### src/hw/rtl/cartridge_bank_irq_mapper_defines.svh
// Assertion macros used by the cartridge mapper top-level RTL.
`ifndef CARTRIDGE_BANK_IRQ_MAPPER_DEFINES_SVH
`define CARTRIDGE_BANK_IRQ_MAPPER_DEFINES_SVH
`ifndef SYNTHESIS
// Same-cycle implication, sampled on clk and switched off during reset.
`define CBIM_ASSERT_IMP(lbl, ante, cons) \
  lbl: assert property (@(posedge clk) disable iff (!rst_n) (ante) |-> (cons)) \
    else $error("cbim: implication check failed");
// Next-cycle implication, sampled on clk and switched off during reset.
`define CBIM_ASSERT_NXT(lbl, ante, cons) \
  lbl: assert property (@(posedge clk) disable iff (!rst_n) (ante) |=> (cons)) \
    else $error("cbim: next-cycle check failed");
`else
`define CBIM_ASSERT_IMP(lbl, ante, cons)
`define CBIM_ASSERT_NXT(lbl, ante, cons)
`endif
`endif

### src/hw/rtl/cbim_pkg.sv
// Types and constants of the cartridge bank and IRQ mapper.
`default_nettype none
package cbim_pkg;

  localparam int KIND_W  = 2;
  localparam int ADDR_W  = 16;
  localparam int DATA_W  = 8;
  localparam int BANK_W  = 3;
  localparam int CNT_W   = 16;

  // Item kinds.
  localparam logic [KIND_W-1:0] KIND_WRITE = 2'd0;
  localparam logic [KIND_W-1:0] KIND_READ  = 2'd1;
  localparam logic [KIND_W-1:0] KIND_TICK  = 2'd2;

  // Register pages and addresses.
  localparam logic [7:0]        PAGE_BANK_LATCH  = 8'h4A;
  localparam logic [7:0]        PAGE_BANK_COMMIT = 8'h51;
  localparam logic [ADDR_W-1:0] ADDR_IRQ_LO      = 16'h4020;
  localparam logic [ADDR_W-1:0] ADDR_IRQ_HI      = 16'h4021;
  localparam logic [ADDR_W-1:0] ADDR_MIRROR      = 16'h4025;
  localparam logic [ADDR_W-1:0] ADDR_STATUS      = 16'h4030;
  localparam int                MIRROR_BIT       = 3;

  // Result buffer depth and the width of its fill count.
  localparam int OBUF_DEPTH = 2;
  localparam int OBUF_CNT_W = $clog2(OBUF_DEPTH + 1);

  typedef struct packed {
    logic [KIND_W-1:0] kind;
    logic [ADDR_W-1:0] address;
    logic [DATA_W-1:0] value;
  } cbim_item_t;

  typedef struct packed {
    logic [BANK_W-1:0] prg_bank_low;
    logic              mirror_horizontal;
    logic              irq_line;
    logic              status_valid;
    logic              irq_status_read;
  } cbim_result_t;

  typedef struct packed {
    logic         valid;
    cbim_result_t result;
  } cbim_push_t;

  typedef struct packed {
    logic armed;
    logic pending;
  } cbim_irq_stat_t;

endpackage
`default_nettype wire

### src/hw/rtl/cbim_if.sv
// Valid/ready channel interfaces for the mapper's input and result words.
`default_nettype none
interface cbim_in_if import cbim_pkg::*; ();
  logic              valid;
  logic              ready;
  logic [KIND_W-1:0] kind;
  logic [ADDR_W-1:0] address;
  logic [DATA_W-1:0] value;

  modport source (output valid, output kind, output address, output value, input ready);
  modport sink   (input valid, input kind, input address, input value, output ready);
endinterface

interface cbim_out_if import cbim_pkg::*; ();
  logic              valid;
  logic              ready;
  logic [BANK_W-1:0] prg_bank_low;
  logic              mirror_horizontal;
  logic              irq_line;
  logic              status_valid;
  logic              irq_status_read;

  modport source (output valid, output prg_bank_low, output mirror_horizontal,
                  output irq_line, output status_valid, output irq_status_read,
                  input ready);
  modport sink   (input valid, input prg_bank_low, input mirror_horizontal,
                  input irq_line, input status_valid, input irq_status_read,
                  output ready);
endinterface
`default_nettype wire

### src/hw/rtl/cartridge_bank_irq_mapper.sv
// A word accepted into the stage-one register is applied by the core and written into
// the result buffer, which drives the output. Throughput: one word per clock while the
// buffer has room; the input register, state update and two-entry buffer each take one word per cycle.
// Reset: synchronous, active low; clears all mapper state, the input stage and the buffer.
// There is no clearing pass, so words are accepted in the first cycle after reset.
`default_nettype none
`include "cartridge_bank_irq_mapper_defines.svh"
module cartridge_bank_irq_mapper import cbim_pkg::*; (
  input  wire logic clk,
  input  wire logic rst_n,
  cbim_in_if.sink    in_bus,
  cbim_out_if.source out_bus
);

  // Stage one holds the accepted bus word. It moves into the core whenever the
  // result buffer has a free entry; the buffer's fill count is registered, so the
  // input ready never depends combinationally on the output ready.
  logic           s1_valid_r, s1_valid_nxt;
  cbim_item_t     s1_item_r;
  logic           room;
  logic           advance;
  logic           in_accept;
  cbim_push_t     push;
  cbim_irq_stat_t irq_stat;

  assign advance      = s1_valid_r && room;
  assign in_bus.ready = !s1_valid_r || room;
  assign in_accept    = in_bus.valid && in_bus.ready;

  always_comb begin
    if (in_accept) begin
      s1_valid_nxt = 1'b1;
    end else if (advance) begin
      s1_valid_nxt = 1'b0;
    end else begin
      s1_valid_nxt = s1_valid_r;
    end
  end

  always_ff @(posedge clk) begin
    if (!rst_n) begin
      s1_valid_r <= 1'b0;
    end else begin
      s1_valid_r <= s1_valid_nxt;
    end
  end

  // The payload register needs no reset; it is only used while the valid bit is set.
  always_ff @(posedge clk) begin
    if (in_accept) begin
      s1_item_r.kind    <= in_bus.kind;
      s1_item_r.address <= in_bus.address;
      s1_item_r.value   <= in_bus.value;
    end
  end

  // Bank, mirroring and IRQ state, updated once per word as it leaves stage one.
  cbim_core u_core (
    .clk      (clk),
    .rst_n    (rst_n),
    .advance  (advance),
    .item     (s1_item_r),
    .push     (push),
    .irq_stat (irq_stat)
  );

  // Result words wait here until the consumer takes them.
  cbim_out_buf u_out_buf (
    .clk      (clk),
    .rst_n    (rst_n),
    .push     (push),
    .has_room (room),
    .out_bus  (out_bus)
  );

  // A status read clears the pending flag, so its word never shows the IRQ line high.
  `CBIM_ASSERT_IMP(a_status_clears_line, out_bus.valid && out_bus.status_valid, !out_bus.irq_line)
  // The read-back flag is only ever set on a status read word.
  `CBIM_ASSERT_IMP(a_seen_needs_status, out_bus.valid && out_bus.irq_status_read, out_bus.status_valid)
  // The IRQ goes pending only when the counter expires, which disarms it in the same cycle.
  `CBIM_ASSERT_IMP(a_pending_disarms, $rose(irq_stat.pending), $fell(irq_stat.armed))
  // A word held in stage one while the buffer is full must not be dropped.
  `CBIM_ASSERT_NXT(a_stage_holds, s1_valid_r && !room, s1_valid_r)

endmodule
`default_nettype wire

### src/hw/rtl/cbim_core.sv
// Mapper state registers and the per-word update logic.
`default_nettype none
module cbim_core import cbim_pkg::*; (
  input  wire logic           clk,
  input  wire logic           rst_n,
  input  wire logic           advance,
  input  wire cbim_item_t     item,
  output cbim_push_t          push,
  output cbim_irq_stat_t      irq_stat
);

  logic [BANK_W-1:0] latched_bank_r, latched_bank_nxt;
  logic [BANK_W-1:0] active_bank_r,  active_bank_nxt;
  logic              mirror_r,       mirror_nxt;
  logic [CNT_W-1:0]  counter_r,      counter_nxt;
  logic              armed_r,        armed_nxt;
  logic              pending_r,      pending_nxt;
  logic [CNT_W-1:0]  counter_dec;
  logic              stat_valid;
  logic              stat_seen;

  assign counter_dec = counter_r - CNT_W'(1);

  always_comb begin
    latched_bank_nxt = latched_bank_r;
    active_bank_nxt  = active_bank_r;
    mirror_nxt       = mirror_r;
    counter_nxt      = counter_r;
    armed_nxt        = armed_r;
    pending_nxt      = pending_r;
    stat_valid       = 1'b0;
    stat_seen        = 1'b0;
    case (item.kind)
      KIND_WRITE: begin
        if (item.address[15:8] == PAGE_BANK_LATCH) begin
          latched_bank_nxt = {item.address[6], item.address[3:2]};
        end else if (item.address[15:8] == PAGE_BANK_COMMIT) begin
          active_bank_nxt = latched_bank_r;
        end else if (item.address == ADDR_IRQ_LO) begin
          pending_nxt = 1'b0;
          counter_nxt = {counter_r[15:8], item.value};
        end else if (item.address == ADDR_IRQ_HI) begin
          pending_nxt = 1'b0;
          counter_nxt = {item.value, counter_r[7:0]};
          armed_nxt   = 1'b1;
        end else if (item.address == ADDR_MIRROR) begin
          mirror_nxt = item.value[MIRROR_BIT];
        end
      end
      KIND_READ: begin
        if (item.address == ADDR_STATUS) begin
          stat_valid  = 1'b1;
          stat_seen   = pending_r;
          pending_nxt = 1'b0;
        end
      end
      KIND_TICK: begin
        if (armed_r) begin
          counter_nxt = counter_dec;
          if (counter_dec == '0) begin
            armed_nxt   = 1'b0;
            pending_nxt = 1'b1;
          end
        end
      end
      default: begin
      end
    endcase
  end

  always_ff @(posedge clk) begin
    if (!rst_n) begin
      latched_bank_r <= '0;
      active_bank_r  <= '0;
      mirror_r       <= 1'b0;
      counter_r      <= '0;
      armed_r        <= 1'b0;
      pending_r      <= 1'b0;
    end else if (advance) begin
      latched_bank_r <= latched_bank_nxt;
      active_bank_r  <= active_bank_nxt;
      mirror_r       <= mirror_nxt;
      counter_r      <= counter_nxt;
      armed_r        <= armed_nxt;
      pending_r      <= pending_nxt;
    end
  end

  // The result reports the state after the word has been applied.
  always_comb begin
    push.valid                    = advance;
    push.result.prg_bank_low      = active_bank_nxt;
    push.result.mirror_horizontal = mirror_nxt;
    push.result.irq_line          = pending_nxt;
    push.result.status_valid      = stat_valid;
    push.result.irq_status_read   = stat_seen;
  end

  assign irq_stat.armed   = armed_r;
  assign irq_stat.pending = pending_r;

endmodule
`default_nettype wire

### src/hw/rtl/cbim_out_buf.sv
// Two-entry result buffer that drives the result channel.
`default_nettype none
module cbim_out_buf import cbim_pkg::*; (
  input  wire logic       clk,
  input  wire logic       rst_n,
  input  wire cbim_push_t push,
  output logic            has_room,
  cbim_out_if.source      out_bus
);

  cbim_result_t          entry_r [OBUF_DEPTH];
  logic                  wr_ptr_r, wr_ptr_nxt;
  logic                  rd_ptr_r, rd_ptr_nxt;
  logic [OBUF_CNT_W-1:0] cnt_r,    cnt_nxt;
  logic                  pop;
  cbim_result_t          head;

  assign pop      = out_bus.valid && out_bus.ready;
  assign has_room = (cnt_r != OBUF_CNT_W'(OBUF_DEPTH));

  always_comb begin
    wr_ptr_nxt = push.valid ? ~wr_ptr_r : wr_ptr_r;
    rd_ptr_nxt = pop ? ~rd_ptr_r : rd_ptr_r;
    cnt_nxt    = cnt_r + OBUF_CNT_W'(push.valid) - OBUF_CNT_W'(pop);
  end

  always_ff @(posedge clk) begin
    if (!rst_n) begin
      wr_ptr_r <= 1'b0;
      rd_ptr_r <= 1'b0;
      cnt_r    <= '0;
    end else begin
      wr_ptr_r <= wr_ptr_nxt;
      rd_ptr_r <= rd_ptr_nxt;
      cnt_r    <= cnt_nxt;
    end
  end

  always_ff @(posedge clk) begin
    if (push.valid) begin
      entry_r[wr_ptr_r] <= push.result;
    end
  end

  assign head = entry_r[rd_ptr_r];

  assign out_bus.valid             = (cnt_r != '0);
  assign out_bus.prg_bank_low      = head.prg_bank_low;
  assign out_bus.mirror_horizontal = head.mirror_horizontal;
  assign out_bus.irq_line          = head.irq_line;
  assign out_bus.status_valid      = head.status_valid;
  assign out_bus.irq_status_read   = head.irq_status_read;

endmodule
`default_nettype wire
### src/flat_wrapper.sv
// flat-port wrapper written by rule: the top's interface ports become plain ports
module cartridge_bank_irq_mapper_flat import cbim_pkg::*;
  (clk, rst_n, in_bus_valid, in_bus_kind, in_bus_address, in_bus_value, in_bus_ready, out_bus_valid, out_bus_prg_bank_low, out_bus_mirror_horizontal, out_bus_irq_line, out_bus_status_valid, out_bus_irq_status_read, out_bus_ready);
  cbim_in_if in_bus_i ();
  cbim_out_if out_bus_i ();
  input  wire logic clk;
  input  wire logic rst_n;
  input wire logic [$bits(in_bus_i.valid)-1:0] in_bus_valid;
  input wire logic [$bits(in_bus_i.kind)-1:0] in_bus_kind;
  input wire logic [$bits(in_bus_i.address)-1:0] in_bus_address;
  input wire logic [$bits(in_bus_i.value)-1:0] in_bus_value;
  output wire logic [$bits(in_bus_i.ready)-1:0] in_bus_ready;
  output wire logic [$bits(out_bus_i.valid)-1:0] out_bus_valid;
  output wire logic [$bits(out_bus_i.prg_bank_low)-1:0] out_bus_prg_bank_low;
  output wire logic [$bits(out_bus_i.mirror_horizontal)-1:0] out_bus_mirror_horizontal;
  output wire logic [$bits(out_bus_i.irq_line)-1:0] out_bus_irq_line;
  output wire logic [$bits(out_bus_i.status_valid)-1:0] out_bus_status_valid;
  output wire logic [$bits(out_bus_i.irq_status_read)-1:0] out_bus_irq_status_read;
  input wire logic [$bits(out_bus_i.ready)-1:0] out_bus_ready;
  assign in_bus_i.valid = in_bus_valid;
  assign in_bus_i.kind = in_bus_kind;
  assign in_bus_i.address = in_bus_address;
  assign in_bus_i.value = in_bus_value;
  assign in_bus_ready = in_bus_i.ready;
  assign out_bus_valid = out_bus_i.valid;
  assign out_bus_prg_bank_low = out_bus_i.prg_bank_low;
  assign out_bus_mirror_horizontal = out_bus_i.mirror_horizontal;
  assign out_bus_irq_line = out_bus_i.irq_line;
  assign out_bus_status_valid = out_bus_i.status_valid;
  assign out_bus_irq_status_read = out_bus_i.irq_status_read;
  assign out_bus_i.ready = out_bus_ready;
  cartridge_bank_irq_mapper u_core (.clk(clk), .rst_n(rst_n), .in_bus(in_bus_i), .out_bus(out_bus_i));
endmodule
### config.mk
export PLATFORM = sky130hd
export DESIGN_NAME = cartridge_bank_irq_mapper_flat
export DESIGN_NICKNAME = d
export VERILOG_FILES = /design/src/hw/rtl/cbim_pkg.sv /design/src/hw/rtl/cbim_if.sv /design/src/hw/rtl/cartridge_bank_irq_mapper.sv /design/src/hw/rtl/cbim_core.sv /design/src/hw/rtl/cbim_out_buf.sv /design/src/flat_wrapper.sv
export VERILOG_INCLUDE_DIRS = /design/src /design/src/hw/rtl
export SDC_FILE = /design/constraint.sdc
export NUM_CORES = 1
export LEC_CHECK = 0
export ABC_AREA = 1
export BUFFER_PORTS_ARGS = -buffer_cell sky130_fd_sc_hd__buf_2
export CELL_PAD_IN_SITES_DETAIL_PLACEMENT = 0
export CELL_PAD_IN_SITES_GLOBAL_PLACEMENT = 1
export CORE_ASPECT_RATIO = 1.5
export CORE_UTILIZATION = 30
export CTS_CLUSTER_SIZE = 28
export DETAILED_ROUTE_END_ITERATION = 6
export MAX_ROUTING_LAYER = met4
export PLACE_DENSITY = 0.65
export REMOVE_ABC_BUFFERS = 1
export SLEW_MARGIN = 15
export SYNTH_ARGS = -nofsm -noshare
export SYNTH_HDL_FRONTEND = slang
export SYNTH_SLANG_ARGS = --single-unit
### constraint.sdc
create_clock -name clk -period 5.2 [get_ports clk]
set_input_delay 0.78 -clock clk [delete_from_list [all_inputs] [get_ports clk]]
set_output_delay 0.78 -clock clk [all_outputs]
set_load 0.1 [all_outputs]
======== After elaboration in Yosys (flattened, before gate mapping) ========
Memory sizes are Yosys's and may differ from the RTL's. A register that Yosys moved wholly into a read port is not among the register bits.
Index checks and enable logic that the tools add are counted.
cells by class
  $add $sub $neg .......................... 3
  equality and inequality tests ........... 15
  mux-type cells .......................... 40
  bitwise gates (word level) .............. 2
  reduce and logical (&&, ||, !) cells .... 14
operators with widths
  cell                                                   count
  two-way mux 16 bit                                     5
  equality test 16 x 15 -> 1 bit, second input constant  4
  one-hot mux 16 bit (2 select lines)                    1
  two-way mux 1 bit                                      29
  equality test 8 x 7 -> 1 bit, second input constant    2
  zero test 16 bit                                       1
  subtractor 16 x 1 -> 16 bit, second input constant     1
  inequality test 2 bit, second input constant           7
  AND reduction 6 bit                                    2
  two-way mux 3 bit                                      3
  AND reduction 7 bit                                    1
  nonzero test 2 bit                                     3
  logical AND 1 bit                                      3
  one-hot mux 1 bit (3 select lines)                     1
  AND reduction 3 bit                                    1
  adder 2 x 1 -> 2 bit                                   1
  equality test 2 x 1 -> 1 bit, second input constant    1
  equality test 2 bit, second input constant             1
  zero test 2 bit                                        1
  inverter 1 bit                                         2
  one-hot mux 1 bit (2 select lines)                     1
  subtractor 2 x 1 -> 2 bit                              1
  zero test 1 bit                                        1
  logical OR 1 bit                                       1
word-level totals
  register bits ........................... 56
  RAM bits ................................ 14
  input port bits ......................... 30
  output and inout port bits .............. 9
  word-level logic and storage cells ...... 89
  memories ................................ 1
memories
  memory                    depth  bits a word  rd ports  clocked after Yosys merged registers in  write ports  line                RTL
  u_core.u_out_buf.entry_r  2      7            1         1                                        1            cbim_out_buf.sv:11  cbim_result_t entry_r [OBUF_DEPTH];

======== Depth between registers and ports, before layout ========
  depth after elaboration ................. 7
  gate-level depth with buffers ........... 16
  depth with buffers taken out ............ 16

======== Cells and area by module ========
From an unflattened synthesis, not the netlist that was laid out.
second synthesis, totals
  cell total of the unflattened synthesis .. 426
  area, all modules ....................... 3597.2 µm²
modules (own cells, without submodules)
  module                     times used  cells an instance  area each (µm²)  sequential area each (µm²)
  cbim_core                  1           333                1970.6           500.5
  cartridge_bank_irq_mapper  1           35                 839.6            800.8
  cbim_out_buf               1           58                 787.0            520.5

======== Worst setup path after synthesis ========
Ideal clock, no wire load.
  path kind ............................... flip-flop to flip-flop
  start ................................... register u_core.u_out_buf.cnt_r[0]
  end ..................................... register u_core.s1_item_r[0] in the netlist's numbering, enable pin
  setup time .............................. 0.381 ns
  arrival time ............................ 1.822 ns
  data required time ...................... 4.819 ns
  setup slack ............................. 2.997 ns
  cell stages (with the launch flop) ...... 5
  buffers on the path ..................... 0
  period minus slack after synthesis ...... 2.203 ns
  path through ............................ dfxtp_1 inv_1 nand3_1 nand2_1 inv_1
between the ends
  word-level cells in the longest chain between the ends .. 3
RTL lines
  what                    line                             RTL
  from (decl)             cbim_out_buf.sv:14               logic [OBUF_CNT_W-1:0] cnt_r, cnt_nxt;
  from (signal assigned)  cbim_out_buf.sv:35               cnt_r <= cnt_nxt;
  inequality test 2 bit   cbim_out_buf.sv:19               assign has_room = (cnt_r != OBUF_CNT_W'(OBUF_DEPTH));
  logical OR 1 bit        cartridge_bank_irq_mapper.sv:27  assign in_bus.ready = !s1_valid_r || room;
  net in_bus_ready        flat_wrapper.sv:12               output wire logic [$bits(in_bus_i.ready)-1:0] in_bus_ready;
  logical AND 1 bit       cartridge_bank_irq_mapper.sv:28  assign in_accept = in_bus.valid && in_bus.ready;
  net u_core.in_accept    cartridge_bank_irq_mapper.sv:22  logic in_accept;
  to (decl)               cartridge_bank_irq_mapper.sv:19  cbim_item_t s1_item_r;
The timed path passes the listed nets, and every way through them passes these cells.
A chain may end at the register's enable or synchronous reset.

==> reports/qor.csv <==
metric,value,unit
max_cap_violations,0,
max-vdd-ir-drop,270,uV
drc,0,
finalHoldViolCount,0,
multi_input_area,1390,sq um
rsz0062_at_grt,no,
grt_usage,0.132,
path_class,flop to output port,
r2r_start,u_core.s1_item_r[25],
via_per_inst,4.53,
fp.dieW,89.9,um
die_y,134,um
vias,2604,
clock-root-buffer,clkbuf_16,
avgSynthCellArea,9.09,sq um
path_buf_inv,1,
slew_violations,0,
drive_gt1_frac,0.224,
coreArea,11200,sq um
cp.arrival,1.50,ns
critPathCaptureType,output port,
stdcell_count,575,
powerDensity,467,nW/um^2
synth_top_area_share,0.346,
ant_nets,0,
cts.sinks,71,
cp_max_fo,7,
fin_ws,2.92,ns
leakagePower,1.80,nW
yosys.cell_types.count,38,
yosys_warnings,0,
crit_path_max_incr_delay,0.49,ns
hold_path.class,flop to flop,
final_util,0.371,
cts_setup_buffers,0,
slew_headroom,0.372,
synth-edff-count,40,
synthArstFlopShare,0,
fmax,0.439,GHz
netlist_area,3470,sq um
total_power,1.93,mW
clock_latency,0.34,ns
htree_levels,3,
post-place-ws,3.03,ns
area_growth,19.3,%
cts_tree,done,
synth_area_leader_cell,edfxtp_1,
gp_congestion,0.899,
fin_skew,0.00782,ns
min_path_cells,1,
worstPathCellList,mux2_2 -> buf_2,
num-fill-cells,1138,
numPortBuffers,38,
wl_per_cell,12.7,um
insertedDiodeCount,0,
clk_pin_slew_worst_paths,0.06,ns
final_net_count,457,
regToRegEndpoint,u_core.u_core.counter_r[2],
postCtsHoldBufs,0,
r2r_setup_slack,3.03,ns
ys.flop_type,edfxtp_1,
post_cts_resize_count,0,
syn_inst,382,
antenna_found_initial,0,
required,4.42,ns
dieArea,12000,sq um
initialDrtViolationCount,102,
finalSetupViolCount,0,
ff2ff_path_depth,8,
worstSetupStartpointType,flop,
numCtsBuffers,9,
gr-total-overflow,0,
worst_pin_slew,0.941,ns
ys_seq_elements,71,
dp_hpwl,5590,um
grt_pass1_wl,12000,um
fin_crit,2.28,ns
slowest_stage,dfxtp_1,
cpLargestDelayFamily,flip-flops,
yosysMostFrequentCell,nand2_1,
ys_seq_area_frac,0.524,
setup_tns,0,ns
wirelength,7300,um
fin_crit_sh,0.438,
regArea,1820,sq um
status,finished clean,
clock_path_buffers,2,
pin_count,39,
dp_cells,559,
synth_area_leaders,"edfxtp_1 35%, dfxtp_1 18%, nand2_1 6.9%",
rows,47,
firstDrtPassIters,4,
start_util,0.311,
min_from,u_core.u_out_buf.rd_ptr_r,
grt_max_degree,27,
grt_pass1_vias,2546,
synthTopCellsByCount,"64 x nand2_1, 54 x inv_1, 40 x edfxtp_1, 39 x nor2_1, 31 x dfxtp_1",
## power by group
group | switching (mW) | internal (mW) | leakage (nW)
clock | 0.254 | 0.455 | 0.169
sequential | 0.0425 | 0.664 | 0.635
combinational | 0.380 | 0.137 | 0.995
## per-stage QoR
step	area, sq um	hold slack (ns)
2_1_floorplan	3420	0.425
5_1_grt	4140	0.481
4_1_cts	4140	0.460
3_5_place_dp	3800	0.450
3_3_place_gp	3800	0.437
6_report	4140	0.464
## state kept, by name, indices dropped and copies added (netlist names), named ones only
name / count
u_core.u_core.armed_r: 1
u_core.s1_valid_r: 1
u_core.u_out_buf.entry_r: 14
u_core.u_core.counter_r: 16
u_core.u_out_buf.wr_ptr_r: 1
u_core.u_core.latched_bank_r: 3
u_core.u_core.mirror_r: 1
u_core.u_core.active_bank_r: 3
u_core.u_out_buf.rd_ptr_r: 1
u_core.u_out_buf.cnt_r: 2
u_core.s1_item_r: 26
u_core.u_core.pending_r: 1
## placed cells by master (no fill, tap or decap), drive strengths merged
master	count
clkinv	2
nand3	19
nand4	4
nor2	49
or2	1
mux2	7
a211oi	1
nor3	7
mux2i	3
o21ai	29
nand2	71
a21oi	29
buf	38
dfxtp	31
and2	1
o21a	3
ha	4
edfxtp	40
bufinv	2
o22ai	9
xnor2	1
nor4	2
xor2	6
nor3b	1
inv	58
clkbuf	10
## cell families after synthesis
family / after synthesis / synth area share
muxes: 10 / 0.0313
AOI/OAI and AO/OA: 71 / 0.120
and+or+nand+nor: 155 / 0.218
buffers and inverters: 64 / 0.0749
xor gates and xnor gates: 7 / 0.0177
adders and majority gates: 4 / 0.0144
DFF: 71 / 0.524
## area by class of cell
cell class,count,area share
repair buffers,38,0.0459
inverters,56,0.0507
clock inverters,6,0.0230
well taps,147,0.0444
flip-flops and latches,71,0.440
multi-input cells,247,0.336
clock buffers,10,0.0604
## per-layer routing
metal / vias up / global-route usage / share of wire
met1: 1186 / 0.143 / 0.43
li1: 1348 / - / -
met2: 52 / 0.226 / 0.51
met4: 0 / 0.0726 / 0.030
met5: - / - / 0
met3: 18 / 0.0289 / 0.032
## worst max-delay path by stage
stage / depth (start not counted) / slack, ns / to
floorplan: 4 / 3.00 / u_core.s1_item_r[0]
global placement: 8 / 3.13 / u_core.u_core.counter_r[2]
detailed placement: 8 / 3.03 / u_core.u_core.counter_r[2]
CTS: 2 / 2.89 / out_bus_mirror_horizontal
global route: 2 / 2.82 / out_bus_mirror_horizontal
finish: 2 / 2.92 / out_bus_mirror_horizontal
Power figures use the tool's default switching activity.
